--- src/design/ptt_pkg.sv ---
// ptt_pkg: shared types and constants for the periodic timer table.
// Holds mode and status codes, field widths and the cell control struct.
// No dependencies.
`timescale 1ns / 1ps

package ptt_pkg;

    localparam int MODE_W      = 2;
    localparam int IN_PERIOD_W = 16;
    localparam int STATUS_W    = 3;
    localparam int IDX_W       = 4;
    localparam int TABLE_LIMIT = 2 ** IDX_W;

    localparam int DEF_MAX_ENTRIES = 16;
    localparam int DEF_PERIOD_BITS = 16;

    localparam logic [MODE_W-1:0] MODE_REGISTER = 2'd0;
    localparam logic [MODE_W-1:0] MODE_TICK     = 2'd1;
    localparam logic [MODE_W-1:0] MODE_CLEAR    = 2'd2;
    localparam logic [MODE_W-1:0] MODE_UNUSED   = 2'd3;

    localparam logic [STATUS_W-1:0] ST_REGISTERED = 3'd0;
    localparam logic [STATUS_W-1:0] ST_FIRED      = 3'd1;
    localparam logic [STATUS_W-1:0] ST_NONE       = 3'd2;
    localparam logic [STATUS_W-1:0] ST_FULL       = 3'd3;
    localparam logic [STATUS_W-1:0] ST_BAD_PERIOD = 3'd4;
    localparam logic [STATUS_W-1:0] ST_CLEARED    = 3'd5;

    typedef struct packed {
        logic             load;
        logic [IDX_W-1:0] wr_idx;
        logic             tick;
        logic             clear;
        logic             start;
        logic             advance;
        logic             take;
    } t_cell_ctl;

endpackage

--- src/design/ptt_cell.sv ---
// ptt_cell: one timer entry of the table (reload period, countdown, fire flag).
// Passes the report token to its right neighbour and a fire-pending flag left.
// Depends on ptt_pkg.
`timescale 1ns / 1ps

module ptt_cell #(
    parameter int PERIOD_BITS = ptt_pkg::DEF_PERIOD_BITS,
    parameter int IDX         = 0
) (
    input  logic                   i_clk,
    input  logic                   i_rst_n,
    input  ptt_pkg::t_cell_ctl     i_ctl,
    input  logic [PERIOD_BITS-1:0] i_period,
    input  logic                   i_tok,
    input  logic                   i_after,
    output logic                   o_tok,
    output logic                   o_any,
    output logic                   o_hit,
    output logic                   o_last_hit
);

    localparam int IW = ptt_pkg::IDX_W;
    localparam logic [IW-1:0] MY_IDX = IW'(IDX);

    logic                   r_act;
    logic                   r_fire;
    logic                   r_tok;
    logic [PERIOD_BITS-1:0] r_reload;
    logic [PERIOD_BITS-1:0] r_cnt;
    logic [PERIOD_BITS-1:0] n_cnt;

    assign n_cnt      = r_cnt - PERIOD_BITS'(1);
    assign o_tok      = r_tok;
    assign o_any      = r_fire | i_after;
    assign o_hit      = r_tok & r_fire;
    assign o_last_hit = r_tok & r_fire & ~i_after;

    always_ff @(posedge i_clk) begin
        if (!i_rst_n) begin
            r_act  <= 1'b0;
            r_fire <= 1'b0;
            r_tok  <= 1'b0;
        end else begin
            if (i_ctl.clear) begin
                r_act <= 1'b0;
            end else if (i_ctl.load && i_ctl.wr_idx == MY_IDX) begin
                r_act <= 1'b1;
            end
            if (i_ctl.tick && r_act && n_cnt == '0) begin
                r_fire <= 1'b1;
            end else if (i_ctl.take && o_hit) begin
                r_fire <= 1'b0;
            end
            if (i_ctl.start) begin
                r_tok <= (IDX == 0);
            end else if (i_ctl.advance) begin
                r_tok <= i_tok;
            end
        end
    end

    always_ff @(posedge i_clk) begin
        if (i_ctl.load && i_ctl.wr_idx == MY_IDX) begin
            r_reload <= i_period;
            r_cnt    <= i_period;
        end else if (i_ctl.tick && r_act) begin
            r_cnt <= (n_cnt == '0) ? r_reload : n_cnt;
        end
    end

endmodule

--- src/design/periodic_timer_table.sv ---
// periodic_timer_table: top level, control sequencer, output register, cell row.
// Instantiates ptt_cell once per table entry. Depends on ptt_pkg.
//
//  channel | valid      | ready      | payload
//  --------+------------+------------+------------------------------------
//  in      | i_in_valid | o_in_ready | i_mode, i_period
//  out     | o_out_valid| i_out_ready| o_status, o_entry_index, o_last
//
// Register, clear and unused-mode beats need no scan. A tick updates every
// entry, then the report token walks the cell row one cell per cycle while
// no found hit waits on a stalled output.
// Synchronous active-low reset empties the table; no clearing pass.
// A stalled result beat holds the token where it is.
`timescale 1ns / 1ps

module periodic_timer_table #(
    parameter int MAX_ENTRIES = ptt_pkg::DEF_MAX_ENTRIES,
    parameter int PERIOD_BITS = ptt_pkg::DEF_PERIOD_BITS
) (
    input  logic                            i_clk,
    input  logic                            i_rst_n,
    input  logic                            i_in_valid,
    output logic                            o_in_ready,
    input  logic [ptt_pkg::MODE_W-1:0]      i_mode,
    input  logic [ptt_pkg::IN_PERIOD_W-1:0] i_period,
    output logic                            o_out_valid,
    input  logic                            i_out_ready,
    output logic [ptt_pkg::STATUS_W-1:0]    o_status,
    output logic [ptt_pkg::IDX_W-1:0]       o_entry_index,
    output logic                            o_last
);

    localparam int CAP = (MAX_ENTRIES < ptt_pkg::TABLE_LIMIT) ? MAX_ENTRIES
                                                              : ptt_pkg::TABLE_LIMIT;
    localparam int CW  = $clog2(CAP + 1);
    localparam int IW  = ptt_pkg::IDX_W;
    localparam int SW  = ptt_pkg::STATUS_W;
    localparam int PIW = ptt_pkg::IN_PERIOD_W;

    localparam logic S_IDLE = 1'b0;
    localparam logic S_SCAN = 1'b1;

    logic          r_state;
    logic          n_state;
    logic [CW-1:0] r_count;
    logic [CW-1:0] n_count;
    logic          r_out_valid;
    logic          n_out_valid;
    logic [SW-1:0] r_status;
    logic [SW-1:0] n_status;
    logic [IW-1:0] r_idx;
    logic [IW-1:0] n_idx;
    logic          r_last;
    logic          n_last;

    logic                   w_out_free;
    logic                   w_in_acc;
    logic [PERIOD_BITS-1:0] w_period;
    logic                   w_full;
    logic                   w_emit;
    logic                   w_none;
    logic                   w_hit_any;
    logic                   w_last_any;
    logic [IW-1:0]          w_hit_idx;
    ptt_pkg::t_cell_ctl     w_ctl;

    logic [CAP-1:0] w_tok;
    logic [CAP-1:0] w_any;
    logic [CAP-1:0] w_hit;
    logic [CAP-1:0] w_lhit;

    generate
        if (PERIOD_BITS >= PIW) begin : g_wide
            assign w_period = PERIOD_BITS'(i_period);
        end else begin : g_sat
            assign w_period = (|i_period[PIW-1:PERIOD_BITS]) ? '1
                                                              : i_period[PERIOD_BITS-1:0];
        end
    endgenerate

    assign w_out_free = !r_out_valid || i_out_ready;
    assign o_in_ready = (r_state == S_IDLE) && w_out_free;
    assign w_in_acc   = i_in_valid && o_in_ready;
    assign w_full     = (r_count >= CW'(CAP));

    assign w_hit_any  = |w_hit;
    assign w_last_any = |w_lhit;
    assign w_emit     = (r_state == S_SCAN) && w_hit_any && w_out_free;
    assign w_none     = (r_state == S_SCAN) && !w_any[0] && w_out_free;

    always_comb begin
        w_hit_idx = '0;
        for (int i = 0; i < CAP; i++) begin
            if (w_hit[i]) begin
                w_hit_idx = w_hit_idx | IW'(i);
            end
        end
    end

    always_comb begin
        w_ctl.load    = w_in_acc && i_mode == ptt_pkg::MODE_REGISTER
                        && w_period != '0 && !w_full;
        w_ctl.wr_idx  = IW'(r_count);
        w_ctl.tick    = w_in_acc && i_mode == ptt_pkg::MODE_TICK;
        w_ctl.clear   = w_in_acc && i_mode == ptt_pkg::MODE_CLEAR;
        w_ctl.start   = w_ctl.tick;
        w_ctl.advance = (r_state == S_SCAN) && (!w_hit_any || w_emit);
        w_ctl.take    = w_emit;
    end

    genvar gi;
    generate
        for (gi = 0; gi < CAP; gi++) begin : g_cell
            logic w_tok_in;
            logic w_after;
            if (gi == 0) begin : g_first
                assign w_tok_in = 1'b0;
            end else begin : g_mid
                assign w_tok_in = w_tok[gi-1];
            end
            if (gi == CAP - 1) begin : g_end
                assign w_after = 1'b0;
            end else begin : g_inner
                assign w_after = w_any[gi+1];
            end
            ptt_cell #(
                .PERIOD_BITS (PERIOD_BITS),
                .IDX         (gi)
            ) u_cell (
                .i_clk      (i_clk),
                .i_rst_n    (i_rst_n),
                .i_ctl      (w_ctl),
                .i_period   (w_period),
                .i_tok      (w_tok_in),
                .i_after    (w_after),
                .o_tok      (w_tok[gi]),
                .o_any      (w_any[gi]),
                .o_hit      (w_hit[gi]),
                .o_last_hit (w_lhit[gi])
            );
        end
    endgenerate

    always_comb begin
        n_state     = r_state;
        n_count     = r_count;
        n_out_valid = r_out_valid;
        n_status    = r_status;
        n_idx       = r_idx;
        n_last      = r_last;
        if (i_out_ready) begin
            n_out_valid = 1'b0;
        end
        if (w_in_acc) begin
            n_idx  = '0;
            n_last = 1'b1;
            case (i_mode)
                ptt_pkg::MODE_REGISTER: begin
                    n_out_valid = 1'b1;
                    if (w_period == '0) begin
                        n_status = ptt_pkg::ST_BAD_PERIOD;
                    end else if (w_full) begin
                        n_status = ptt_pkg::ST_FULL;
                    end else begin
                        n_status = ptt_pkg::ST_REGISTERED;
                        n_idx    = IW'(r_count);
                        n_count  = r_count + CW'(1);
                    end
                end
                ptt_pkg::MODE_TICK: begin
                    n_state = S_SCAN;
                end
                ptt_pkg::MODE_CLEAR: begin
                    n_out_valid = 1'b1;
                    n_status    = ptt_pkg::ST_CLEARED;
                    n_count     = '0;
                end
                default: begin
                end
            endcase
        end else if (w_emit) begin
            n_out_valid = 1'b1;
            n_status    = ptt_pkg::ST_FIRED;
            n_idx       = w_hit_idx;
            n_last      = w_last_any;
            if (w_last_any) begin
                n_state = S_IDLE;
            end
        end else if (w_none) begin
            n_out_valid = 1'b1;
            n_status    = ptt_pkg::ST_NONE;
            n_idx       = '0;
            n_last      = 1'b1;
            n_state     = S_IDLE;
        end
    end

    always_ff @(posedge i_clk) begin
        if (!i_rst_n) begin
            r_state     <= S_IDLE;
            r_count     <= '0;
            r_out_valid <= 1'b0;
        end else begin
            r_state     <= n_state;
            r_count     <= n_count;
            r_out_valid <= n_out_valid;
        end
    end

    always_ff @(posedge i_clk) begin
        r_status <= n_status;
        r_idx    <= n_idx;
        r_last   <= n_last;
    end

    assign o_out_valid   = r_out_valid;
    assign o_status      = r_status;
    assign o_entry_index = r_idx;
    assign o_last        = r_last;

    a_count_cap: assert property (@(posedge i_clk) disable iff (!i_rst_n)
        r_count <= CW'(CAP))
        else $error("entry count beyond table capacity");

    a_tok_single: assert property (@(posedge i_clk) disable iff (!i_rst_n)
        $onehot0(w_tok))
        else $error("more than one report token in the cell row");

    a_tick_scan: assert property (@(posedge i_clk) disable iff (!i_rst_n)
        w_ctl.tick |=> r_state == S_SCAN)
        else $error("tick beat did not start a scan");

    a_scan_count: assert property (@(posedge i_clk) disable iff (!i_rst_n)
        r_state == S_SCAN |=> $stable(r_count))
        else $error("entry count changed during a scan");

    a_scan_block: assert property (@(posedge i_clk) disable iff (!i_rst_n)
        r_state == S_SCAN |-> !o_in_ready)
        else $error("input beat offered during a scan");

endmodule

--- config.mk ---
export PLATFORM = sky130hd
export DESIGN_NAME = periodic_timer_table
export DESIGN_NICKNAME = d
export VERILOG_FILES = /design/src/design/ptt_pkg.sv /design/src/design/ptt_cell.sv /design/src/design/periodic_timer_table.sv
export SDC_FILE = /design/constraint.sdc
export NUM_CORES = 1
export LEC_CHECK = 0
export BUFFER_PORTS_ARGS = -buffer_cell sky130_fd_sc_hd__buf_2
export CAP_MARGIN = 20
export CORE_UTILIZATION = 25
export DETAILED_ROUTE_END_ITERATION = 12
export GPL_ROUTABILITY_DRIVEN = 0
export SYNTH_ARGS = -nofsm -noshare
export SYNTH_HDL_FRONTEND = slang
export SYNTH_SLANG_ARGS = --single-unit
--- constraint.sdc ---
create_clock -name i_clk -period 3.7 [get_ports i_clk]
set_clock_uncertainty 0.2 [all_clocks]
set_input_delay 0.555 -clock i_clk [delete_from_list [all_inputs] [get_ports i_clk]]
set_output_delay 0.555 -clock i_clk [all_outputs]
set_load 0.05 [all_outputs]
# == Word level (Yosys, flattened, before mapping) ==
# Index checks and enable logic that the tools add are counted.
# W data, S select, Z words.
# word_totals
register_bits,575
# op_classes
reduce_logical,146
bitwise,63
n_lt_le_gt_ge,1
n_mux,124
addsub,17
eq_ne,22
# op_table
operator,n
$mux W16,48
$logic_not A16 Y1,17
$sub A16 B1 Y16 const B,16
$logic_and A1 B1 Y1,76
$reduce_bool A2 Y1,35
$mux W4,14
$mux W1,47
$eq A4 B4 Y1 const B,8
$reduce_or A16 Y1,2
$and A1 B1 Y1,31
$mux W3,8
$not A1 Y1,17
$eq A4 B3 Y1 const B,4
$reduce_bool A16 Y1,1
$or A1 B1 Y1,15
$mux W5,2
$pmux W5 S2,1
$eq A4 B2 Y1 const B,2
$mux W2,3
$pmux W3 S2,1
$reduce_or A2 Y1,3
$add A5 B1 Y5 const B,1
$ge A5 B5 Y1 const B,1
$eq A4 B1 Y1 const B,1
other kinds (14),19

# == Longest topological paths before layout ==
# Gate-level depths: netlist (run 1).
# logic_depth
depth_word,21
mapped_depth,13
depth_no_buf,9

# == By module ==
# Synthesis (run 1) repeated with hierarchy kept, for this count alone.
# unflattened
hier_cells,2974
hier_area_um2,32259.7
# by_module_without_submodules
mod,area_each_um2,seq_area_each_um2,n_inst,cells_each
ptt_cell (g_cell[5].u_cell ...),1905.6,1021.0,3,172
ptt_cell (g_cell[13].u_cell ...),2026.9,1021.0,2,193
ptt_cell (g_cell[1].u_cell ...),1920.6,1021.0,2,167
ptt_cell (g_cell[4].u_cell ...),1919.3,1021.0,2,167
ptt_cell (g_cell[0].u_cell),2090.8,1021.0,1,200
ptt_cell (g_cell[10].u_cell),2033.2,1021.0,1,193
ptt_cell (g_cell[11].u_cell),2029.4,1021.0,1,192
ptt_cell (g_cell[12].u_cell),2026.9,1021.0,1,192
ptt_cell (g_cell[15].u_cell),1921.8,1021.0,1,177
ptt_cell (g_cell[7].u_cell),1873.0,1021.0,1,170
ptt_cell (g_cell[3].u_cell),1838.0,1021.0,1,170
periodic_timer_table,996.0,370.4,1,110

# == Least setup slack after synthesis (run 1) ==
# OpenSTA, ideal clock, no wires.
# synth_path
path_kind,input to register
startpoint,in i_out_ready
endpoint,"reg g_cell[4].u_cell.r_cnt[7], data pin"
path_stages,9
setup_ns,0.293
path_slack_ns,-0.292
arrival_ns,3.498
t_required_ns,3.207
path_buffers,3
cell_sequence,nand2b_1 nor2b_1 and4_1 clkbuf_1 buf_1 nand3_1 inv_1 clkbuf_1 o21ai_0
# synth_between
elab_chain_len,8
# synth_rtl
item,line_no,source
start: declaration,periodic_timer_table.sv:27,"input logic i_out_ready,"
$logic_or A1 B1 Y1,periodic_timer_table.sv:81,assign w_out_free = !r_out_valid || i_out_ready;
$logic_and A1 B1 Y1,periodic_timer_table.sv:82,assign o_in_ready = (r_state == S_IDLE) && w_out_free;
via o_in_ready,periodic_timer_table.sv:23,"output logic o_in_ready,"
$logic_and A1 B1 Y1,periodic_timer_table.sv:83,assign w_in_acc = i_in_valid && o_in_ready;
$logic_and A1 B1 Y1,periodic_timer_table.sv:101,w_ctl.load = w_in_acc && i_mode == ptt_pkg::MODE_REGISTER
$logic_and A1 B1 Y1 (2 in a row),periodic_timer_table.sv:102,&& w_period != '0 && !w_full;
$logic_and A1 B1 Y1,ptt_cell.sv:63,if (i_ctl.load && i_ctl.wr_idx == MY_IDX) begin
$mux W16,ptt_cell.sv:63,
end signal: assignment,ptt_cell.sv:65,r_cnt <= i_period;
end signal: assignment,ptt_cell.sv:67,r_cnt <= (n_cnt == '0) ? r_reload : n_cnt;
end: declaration,ptt_cell.sv:29,logic [PERIOD_BITS-1:0] r_cnt;
# The timed path passes the listed nets, and every way through them passes these cells.
# A chain may end at the register's enable or synchronous reset.

# == Worst setup path after layout (run 1) ==
# layout_path
startpoint,reg g_cell[13].u_cell.r_cnt[0]
endpoint,"reg g_cell[13].u_cell.r_cnt[3], data pin"
# layout_between
elab_chain_len,5
# layout_rtl
item,line_no,source
start: declaration,ptt_cell.sv:29,
start signal: assignment,ptt_cell.sv:65,
start signal: assignment,ptt_cell.sv:67,
$sub A16 B1 Y16 (*),ptt_cell.sv:32,assign n_cnt = r_cnt - PERIOD_BITS'(1);
$logic_not A16 Y1,ptt_cell.sv:67,
$mux W16 (*),ptt_cell.sv:67,
$mux W16 (*),ptt_cell.sv:66,end else if (i_ctl.tick && r_act) begin
$mux W16 (*),ptt_cell.sv:63,
# Every way passes the cells marked *; elsewhere a longest branch is shown, timed or not. The select of a mux whose other input is x is not followed.

==> impl_metrics.toml, run 1 <==
[synth]
ys_ff_latch = 575
synth_area_um2 = 29800
ys.flop_type = "edfxtp_1"
ys_seq_area_frac = 0.560
synthTopCellsByArea = "edfxtp_1, nor2_1, dfxtp_1, nand2_1, a21oi_1"
netlist_instances = 2815
synth_nets = 2873
synth_edf_count = 519
yosys_warnings = 0
avgSynthCellArea_um2 = 10.6
synth_top_area_share = 0.522
synth.distinct_cells = 87
synth_area_leader_cell = "edfxtp_1"
synth-async-reset-ratio = 0

[routing]
drc = 0
wl_mm = 77.9
dr.pass1.iters = 5
drt-wirelength-per-cell_um = 17.0
ant_nets = 0
drtIter0Drc = 1719
viasPerCell = 4.84
routed-via-count = 22200

[sta]
final_max_slew_viol_count = 0
fin_setup_tns_ps = 0
period_share = 0.958
period_needed_ps = 3550
finalHoldViolCount = 0
fmax_mhz = 282
worst_slew_pin_slew_ps = 843
slew_headroom = 0.433
setup_violations = 0
setup_ws_ps = 154

[flow_run]
cap_violations = 0

[grt]
track_usage = 0.127
grt_first_pass_wirelength_mm = 122
grt_max_degree = 33
grt_pass1_vias = 21300
antenna_found_initial = 13
grt_overflow_total = 0

[clock_network]
cts_sinks = 575
clk_pin_slew_ps = 60
clock_path_buffers = 3
root_buffer = "clkbuf_16"
numCtsBuffers = 67
clk_latency_ps = 600
h-tree-depth = 3
cts_tree = "done"

[pwr]
ir_drop_mv = 0.303
internal_power_uw = 11400
p_clk_frac = 0.481
combPwrFrac = 0.027
total_leakage_power_uw = 0.0126
sw_frac_of_total = 0.210
power_frac_seq = 0.492
netSwitchingPower_uw = 3020
power_density_nw_per_um2 = 404

[setup_path]
critPathLaunch = "g_cell[13].u_cell.r_cnt[0]"
cp_num_buf_inv = 2
path_cells = "inv_1 -> ha_1 -> or4b_1 -> nand2b_1 -> or4_1 -> xor2_1 -> and4_1 -> buf_4 -> mux2_2 -> o21ai_1"
endpoint = "g_cell[13].u_cell.r_cnt[3]"
cp_max_fo = 6
crit_arrival_ps = 3790
crit_path_end_kind = "register"
crit_cells = 10
cpMaxStageDelayCell = "or4b_1"
regToRegStartpoint = "g_cell[13].u_cell.r_cnt[0]"
r2r-end = "g_cell[13].u_cell.r_cnt[3]"
start_kind = "register"
max_stage_delay_ps = 510
reg2reg_slack_ps = 150
cp_top_family = "simple AND/OR/NAND/NOR gates"
critPathKind = "reg -> reg"
required_ps = 3950
r2r_cells = 10

[place]
placedCellCount = 4455
dp_slack_ps = 133
placed_cell_area_um2 = 33400
hpwlAfterDp_mm = 49.7
io_buffers = 31

[finish]
drive_gt1_frac = 0.136
fillCellCount = 12200
multi_input_comb_area_um2 = 12300
fin_area_um2 = 35700
final_cells = 4580
regArea_um2 = 16700
syn_to_final_growth_pct = 19.6
num-nets-final = 3046

[hold_path]
whs_path_depth = 4
hold_class = "in -> reg"

[floorplan]
fp.dieW_um = 348
rows = 126
start_util = 0.252
die-area_um2 = 121000
coreArea_um2 = 118000
pin_count = 32
dieHeight_um = 348

[status]
status = "finished clean"
worst min path at each step:
stage / startpoint / end / slack, ps
after detailed placement: g_cell[2].u_cell.r_act / g_cell[2].u_cell.r_act / 260
after global placement: g_cell[2].u_cell.r_act / g_cell[2].u_cell.r_act / 250
after CTS: i_mode[0] / r_count[1] / 200
after floorplan: g_cell[14].u_cell.r_act / g_cell[14].u_cell.r_act / 240
final: i_mode[0] / r_count[1] / 260
after global routing: i_mode[0] / r_count[1] / 250
Yosys cell counts, types with 22 or more instances:
cell type  instances
or4_1             30
nand3_1           85
o21ai_0           99
or2_2             22
edfxtp_1         519
nand2_1          273
nor4_1            56
clkbuf_1         100
nor2b_1           23
xor2_1           107
mux2i_1           85
or3_1             23
dfxtp_1           56
nor3_1            81
a21oi_1          204
nand4_1           51
inv_1             85
xnor2_1           97
a31oi_1           83
nor2_1           345
ha_1              36
metal layers:
metal,vias up,share of wire,routed length (µm),GRT usage
met5,-,0.00039,30,0
met4,6,0.029,2290,0.0420
met3,123,0.060,4670,0.0220
met2,556,0.44,34400,0.198
met1,10700,0.47,36500,0.178
li1,10800,-,-,-
flip-flops by register name (all words and copies together), names as in the netlist:
register and count:
o_entry_index 4, r_state 1, g_cell.u_cell.r_fire 16, o_status 3, r_count 5, g_cell.u_cell.r_act 16
g_cell.u_cell.r_reload 256, o_out_valid 1, g_cell.u_cell.o_tok 16, g_cell.u_cell.r_cnt 256, o_last 1
cell families after synthesis:
family,Yosys count,share of synthesized area
xor+xnor,204,0.0599
flops,575,0.560
mux,89,0.0300
simple gates,1141,0.194
fa+ha+maj,36,0.0151
compound gates,545,0.110
buf+inv,225,0.0305
power groups by stage:
stage / logic, µW / registers (µW) / clock network (µW)
final: 391 / 7090 / 6930
after CTS: 397 / 7090 / 7080
after global routing: 415 / 7090 / 7310
after floorplan: 141 / 7240 / 0
after global placement: 391 / 7230 / 0
after detailed placement: 396 / 7230 / 0
layout by cell type (no fill, tap or decap), types with 11 or more instances in the layout:
master       n
nor4b_1     15
clkbuf_1    17
o21ai_1     18
nand3_1     85
or3_1       23
ha_1        35
inv_1       85
o31ai_1     20
buf_12      35
o21a_1      13
nand2_1    273
edfxtp_1   519
nor3b_1     17
clkbuf_16   71
buf_2       31
nand4_1     51
buf_4      172
xor2_1     107
nor4_1      54
clkinv_1    13
and2_1      12
a31oi_1     83
nand2b_1    20
nor2b_1     22
mux2i_1     85
o21ai_0     98
or4_1       30
or2_2       22
a21boi_0    16
a21oi_1    204
nor3_1      80
xnor2_1     97
dfxtp_1     56
nand4b_1    11
nand3b_1    14
o211ai_1    11
nor2_1     345
per-stage QoR:
| stage | utilization | power, µW | hold slack, ps |
|---|---|---|---|
| final | 0.302 | 14400 | 255 |
| after global routing | 0.302 | 14800 | 251 |
| after detailed placement | 0.282 | 7620 | 258 |
| after global placement | 0.282 | 7620 | 248 |
| after floorplan | - | 7380 | 240 |
| after CTS | 0.302 | 14600 | 204 |
worst min-delay path, delay by kind of cell:
family | cells | cell delay [ps]
AND/OR/NAND/NOR | 2 | 230
buffers and inverters | 1 | 130
AO/OA/AOI/OAI | 1 | 80
timing repair:
action | in CTS | in global routing
hold buffers | 0 | 0
endpoints found under the setup margin | 0 | 16
buffers inserted | 0 | 0
resized for setup | 0 | 4
cell type report:
type | count | share of cell area
inverters | 91 | 0.00957
multi-input cells | 2015 | 0.344
well taps | 1536 | 0.0539
clock buffers | 90 | 0.0523
clock inverters | 31 | 0.0117
diodes | 4 | 0.000280
repair buffers | 238 | 0.0602
flip-flops and latches | 575 | 0.468
Note: power is estimated with default switching activity, not from simulation.
==> run 2, diff against run 1 <==
--- a/config.mk
+++ b/config.mk
@@ -5,6 +5,7 @@
 export SDC_FILE = /design/constraint.sdc
 export NUM_CORES = 1
 export LEC_CHECK = 0
+export ABC_AREA = 1
 export BUFFER_PORTS_ARGS = -buffer_cell sky130_fd_sc_hd__buf_2
 export CAP_MARGIN = 20
 export CORE_UTILIZATION = 25
==> run 2 against run 1 <==
Net effect: sequential share of layout area decreased by 4.2 points; sequential cell count unchanged; utilization fell by 1.2 points; count of clock-buffer cells in the layout fell by 6; first-iteration DRC count up 56%; final cell count is 39% higher; routed wire length grew 20%; combinational power grew 26%; via count up 28%.
==> impl_metrics.toml, run 2 <==
[floorplan]
fp.dieW_um = 371
die-area_um2 = 138000
coreArea_um2 = 135000
rows = 135
start_util = 0.252
dieHeight_um = 371
pin_count = 32

[synth]
synth_common_cells = "nand2_1, nor2_1, edfxtp_1"
synthTopCellsByArea = "edfxtp_1, nand2_1, nor2_1, nand3_1, inv_1"
netlist_instances = 4418
synth.distinct_cells = 39
synth_edf_count = 519
synth_area_um2 = 34000
yosys_warnings = 0
ys_ff_latch = 575
synth-async-reset-ratio = 0
ys.flop_type = "edfxtp_1"
yosysMostFrequentCell = "nand2_1"
ys_seq_area_frac = 0.491
avgSynthCellArea_um2 = 7.70
synth_area_leader_cell = "edfxtp_1"
synth_nets = 4476
synth_top_area_share = 0.458

[setup_path]
cp_max_fo = 26
reg2reg_slack_ps = 860
start_kind = "input pin"
crit_arrival_ps = 3220
critPathKind = "in -> reg"
r2r-end = "g_cell[14].u_cell.r_fire"
crit_path_end_kind = "register"
regToRegStartpoint = "g_cell[14].u_cell.r_cnt[0]"
required_ps = 3880
r2r_cells = 12

[finish]
largest_registers = "g_cell.u_cell.r_cnt: 256 flops, g_cell.u_cell.r_reload: 256 flops"
drive_gt1_frac = 0.0917
most-common-layout-cells = "nand2_1, nor2_1, edfxtp_1"
layout_commonest_cell = "nand2_1"
fin_util = 0.290
n_antenna_cell = 0
final_cells = 6350
num-nets-final = 4576
syn_to_final_growth_pct = 15.2

[hold_path]
min_from = "i_in_valid"
hold-path-endpoint = "o_last"
whs_path_depth = 3
hold_class = "in -> reg"

[sta]
whs_ps = 62.4
final_max_slew_viol_count = 0
fmax_mhz = 329
rsz0062_at_grt = "false"
slew_headroom = 0.397
period_needed_ps = 3040
worst_slew_pin_slew_ps = 902
finalHoldViolCount = 0
setup_violations = 0
period_share = 0.822

[place]
hpwlAfterDp_mm = 64.1
placedCellCount = 6235
io_buffers = 31

[pwr]
total_leakage_power_uw = 0.0162
ir_drop_mv = 0.354
p_total_uw = 13800
power_density_nw_per_um2 = 353

[clock_network]
cts_tree = "done"
cts_sinks = 575
h-tree-depth = 2
numCtsBuffers = 61
post_cts_buffers = 0
clock_path_buffers = 3
root_buffer = "clkbuf_16"
clk_pin_slew_ps = 60
clk_latency_ps = 650

[flow_run]
cap_violations = 0

[routing]
routed-via-count = 28500
dr.pass1.iters = 6
drc = 0
wl_mm = 93.4
viasPerCell = 4.48
drt-wirelength-per-cell_um = 14.7
drtIter0Drc = 2682
ant_nets = 0

[grt]
grt_overflow_total = 0
grt_pass1_vias = 26600
grt_max_degree = 33
track_usage = 0.134
antenna_found_initial = 9
grt_first_pass_wirelength_mm = 146

[status]
status = "finished clean"
-- run 2: layer usage --
metal | vias to the layer above | global-route usage | wire length [µm]
met4 | 4 | 0.0389 | 2580
met2 | 837 | 0.215 | 40900
met1 | 13100 | 0.186 | 43500
met3 | 142 | 0.0202 | 6380
met5 | - | 0 | 27
li1 | 14400 | - | -
-- run 2: report_power, final --
group          total [µW]  internal [µW]  switching, µW
clock                6230           3580           2650
combinational         491           91.7            399
sequential           7120           7080           40.6
-- run 2: through the flow --
| step | setup TNS (ps) | cell area [µm²] | worst slack (ps) |
|---|---|---|---|
| 6_report | 0 | 39200 | 659 |
| 5_1_grt | 0 | 39200 | 254 |
| 4_1_cts | 0 | 39200 | 86.2 |
| 3_5_place_dp | -308140 | 37200 | -582 |
| 3_3_place_gp | -326140 | 37100 | -580 |
| 2_1_floorplan | 0 | 34000 | 251 |
-- run 2: what timing repair did --
action / 4_1_cts / 5_1_grt
gates resized for setup: 0 / 1
hold endpoints to repair: 1 / 0
endpoints found under the setup margin: 0 / 8
hold buffers: 1 / 0
-- run 2: kinds of logic (layout without fill, tap and decap cells) --
logic type / count (synthesis) / after routing / synth area share
AOI/OAI and AO/OA: 153 / 153 / 0.0245
adders and majority gates: 36 / 36 / 0.0132
xor gates and xnor gates: 41 / 41 / 0.0106
and+or+nand+nor: 3035 / 3035 / 0.390
DFF: 575 / 575 / 0.491
buffers and inverters: 578 / 729 / 0.0712
-- run 2: cell type report --
| cell class | count | area (µm²) |
|---|---|---|
| clock buffers | 84 | 1790 |
| clock inverters | 30 | 253 |
| fillers | 14300 | 96100 |
| inverters | 461 | 1750 |
| multi-input cells | 3265 | 14900 |
| flip-flops and latches | 575 | 16700 |
| well taps | 1781 | 2230 |
| repair buffers | 154 | 1570 |
-- run 2: worst max path at each step --
stage | start | end | slack, ps | cells after the start
after CTS | i_period[14] | g_cell[14].u_cell.r_cnt[9] | 90 | 15
after detailed placement | i_period[14] | g_cell[14].u_cell.r_cnt[9] | -580 | 15
after global routing | i_period[14] | g_cell[14].u_cell.r_cnt[10] | 250 | 15
final | i_period[14] | g_cell[14].u_cell.r_cnt[12] | 660 | 15
after floorplan | o_out_valid | g_cell[4].u_cell.r_cnt[0] | 250 | 14
after global placement | i_period[14] | g_cell[14].u_cell.r_cnt[10] | -580 | 15
-- run 2: critical path: stages --
cell	delay, ps
buf_2	120
nor2_1	570
nand2_1	210
nor2_2	350
nand2_1	160
buf_12	160
nand2_1	90
inv_2	70
nand2_8	120
nor2_4	50
nand2_1	260
inv_1	150
buf_12	190
nand2_1	70
nand2_1	60
==> run 3, diff against run 2 <==
==> constraint.sdc (replaced) <==
create_clock -name i_clk -period 2.6 [get_ports i_clk]
set_clock_uncertainty 0.2 [all_clocks]
set_input_delay 0.39 -clock i_clk [delete_from_list [all_inputs] [get_ports i_clk]]
set_output_delay 0.39 -clock i_clk [all_outputs]
set_load 0.05 [all_outputs]
==> run 3 against run 2 <==
Net effect: routed wire length increased by 0.85%; highest routed layer unchanged; design area increased by 3.6%; worst hold slack got worse by 34 ps; final cell count increased by 1.9%; non-clock buffer count increased by 103; register-to-register slack got worse by 760 ps; critical path type is now reg -> reg; largest power group unchanged; count of clock-buffer cells in the layout increased by 14; largest cell class unchanged; via count increased by 1.7%; utilization increased by 1.0 points.
==> impl_metrics.toml, run 3 (synthesis results as in run 2) <==
[finish]
fin_util = 0.300
largest_registers = "g_cell.u_cell.r_cnt: 256 flops, g_cell.u_cell.r_reload: 256 flops"
drive_gt1_frac = 0.129
num-nets-final = 4688
syn_to_final_growth_pct = 19.4
fillCellCount = 14300
regArea_um2 = 16700
most-common-layout-cells = "nand2_1, nor2_1, edfxtp_1"
multi_input_comb_area_um2 = 15300
layout_commonest_cell = "nand2_1"

[pwr]
ir_drop_mv = 0.437
p_total_uw = 20700
power_density_nw_per_um2 = 510
total_leakage_power_uw = 0.0169

[sta]
setup_violations = 0
finalHoldViolCount = 0
period_share = 0.960
fmax_mhz = 401
setup_ws_ps = 104
whs_ps = 28.5
final_max_slew_viol_count = 0
period_needed_ps = 2500
slew_headroom = 0.483
fin_setup_tns_ps = 0
worst_slew_pin_slew_ps = 776

[place]
hpwlAfterDp_mm = 62.9
dp_slack_ps = -0.759
io_buffers = 31

[routing]
routed-via-count = 28900
drt-wirelength-per-cell_um = 14.6
drtIter0Drc = 2137
ant_nets = 0
viasPerCell = 4.47
dr.pass1.iters = 6
wl_mm = 94.2
drc = 0

[setup_path]
required_ps = 2850
crit_path_end_kind = "register"
start_kind = "register"
path_cells = "inv_1 -> ha_2 -> nand2_1 -> nor2_2 -> nor2_1 -> nor2_1 -> nand3_1 -> nor3_4 -> buf_4 -> nand3_1 -> a21oi_1"
cp_num_buf_inv = 2
cpMaxStageDelayCell = "edfxtp_1"
critPathKind = "reg -> reg"
crit_arrival_ps = 2740
cp_top_family = "simple AND/OR/NAND/NOR gates"
max_stage_delay_ps = 390
cp_max_fo = 5

[grt]
grt_max_degree = 33
grt_first_pass_wirelength_mm = 147
grt_pass1_vias = 27000
grt_overflow_total = 0
antenna_found_initial = 8
track_usage = 0.135

[floorplan]
coreArea_um2 = 135000
rows = 135
start_util = 0.252
die-area_um2 = 138000
dieHeight_um = 371
pin_count = 32
fp.dieW_um = 371

[clock_network]
clk_latency_ps = 610
numCtsBuffers = 70
clock_path_buffers = 3
h-tree-depth = 3
root_buffer = "clkbuf_16"
clk_pin_slew_ps = 60
cts_sinks = 575
cts_tree = "done"

[flow_run]
cap_violations = 0

[hold_path]
hold_class = "in -> reg"

[status]
status = "finished clean"
-- run 3: cell count changes in the layout (fill, tap and decap cells not counted), sizes merged --
cell and delta:
dlygate4sd3 +1, buf +102, clkinv -3, clkinvlp +1
clkbuf +14, diode +1, inv +1, bufinv +2
-- run 3: worst paths after layout --
| kind | start | end | slack (ps) | depth (start not counted) |
|---|---|---|---|---|
| hold reg to reg | g_cell[5].u_cell.r_act | g_cell[5].u_cell.r_act | 280 | 2 |
| setup reg to reg | g_cell[10].u_cell.r_cnt[1] | g_cell[10].u_cell.r_cnt[11] | 100 | 11 |
| hold / removal | i_mode[1] | r_state | 30 | 4 |
| setup / recovery | g_cell[10].u_cell.r_cnt[1] | g_cell[10].u_cell.r_cnt[11] | 100 | 11 |
-- run 3: what timing repair did --
item,CTS,global route
hold endpoints to repair,1,0
buffers inserted,0,13
pin swaps,0,13
setup endpoints to repair,4,230
hold buffers,2,0
cloned,0,1
resized for setup,3,79
-- run 3: area by class of cell --
type / count / area share
diodes: 1 / 0.0000616
clock buffers: 98 / 0.0498
clock inverters: 31 / 0.00742
inverters: 461 / 0.0432
multi-input cells: 3265 / 0.376
flip-flops and latches: 575 / 0.411
well taps: 1781 / 0.0549
repair buffers: 257 / 0.0570
-- run 3: worst register-to-register path: stages, from the launching register on --
cell and delay, ps:
edfxtp_1 390, inv_1 100, ha_2 230, nand2_1 150, nor2_2 170, nor2_1 50
nor2_1 210, nand3_1 160, nor3_4 300, buf_4 190, nand3_1 60, a21oi_1 140
-- run 3: per-stage QoR --
step / instance area, µm² / instances
2_1_floorplan: 34100 / 4418
3_3_place_gp: 37800 / 6321
3_5_place_dp: 37800 / 6321
4_1_cts: 40200 / 6452
5_1_grt: 40600 / 6468
6_report: 40600 / 6469
-- run 3: power by group --
part	leakage, µW	switching, µW	internal (µW)	total, µW
Clock	0.00114	3940	5940	9880
Combinational	0.0106	577	146	723
Sequential	0.00513	58.1	10100	10100
Total	0.0169	4570	16200	20700
-- run 3: per-layer routing --
metal	vias up	track usage	routed length, µm
met3	139	0.0246	5910
met5	-	0	13
met2	736	0.210	40600
met1	13400	0.191	45500
met4	2	0.0338	2100
li1	14700	-	-
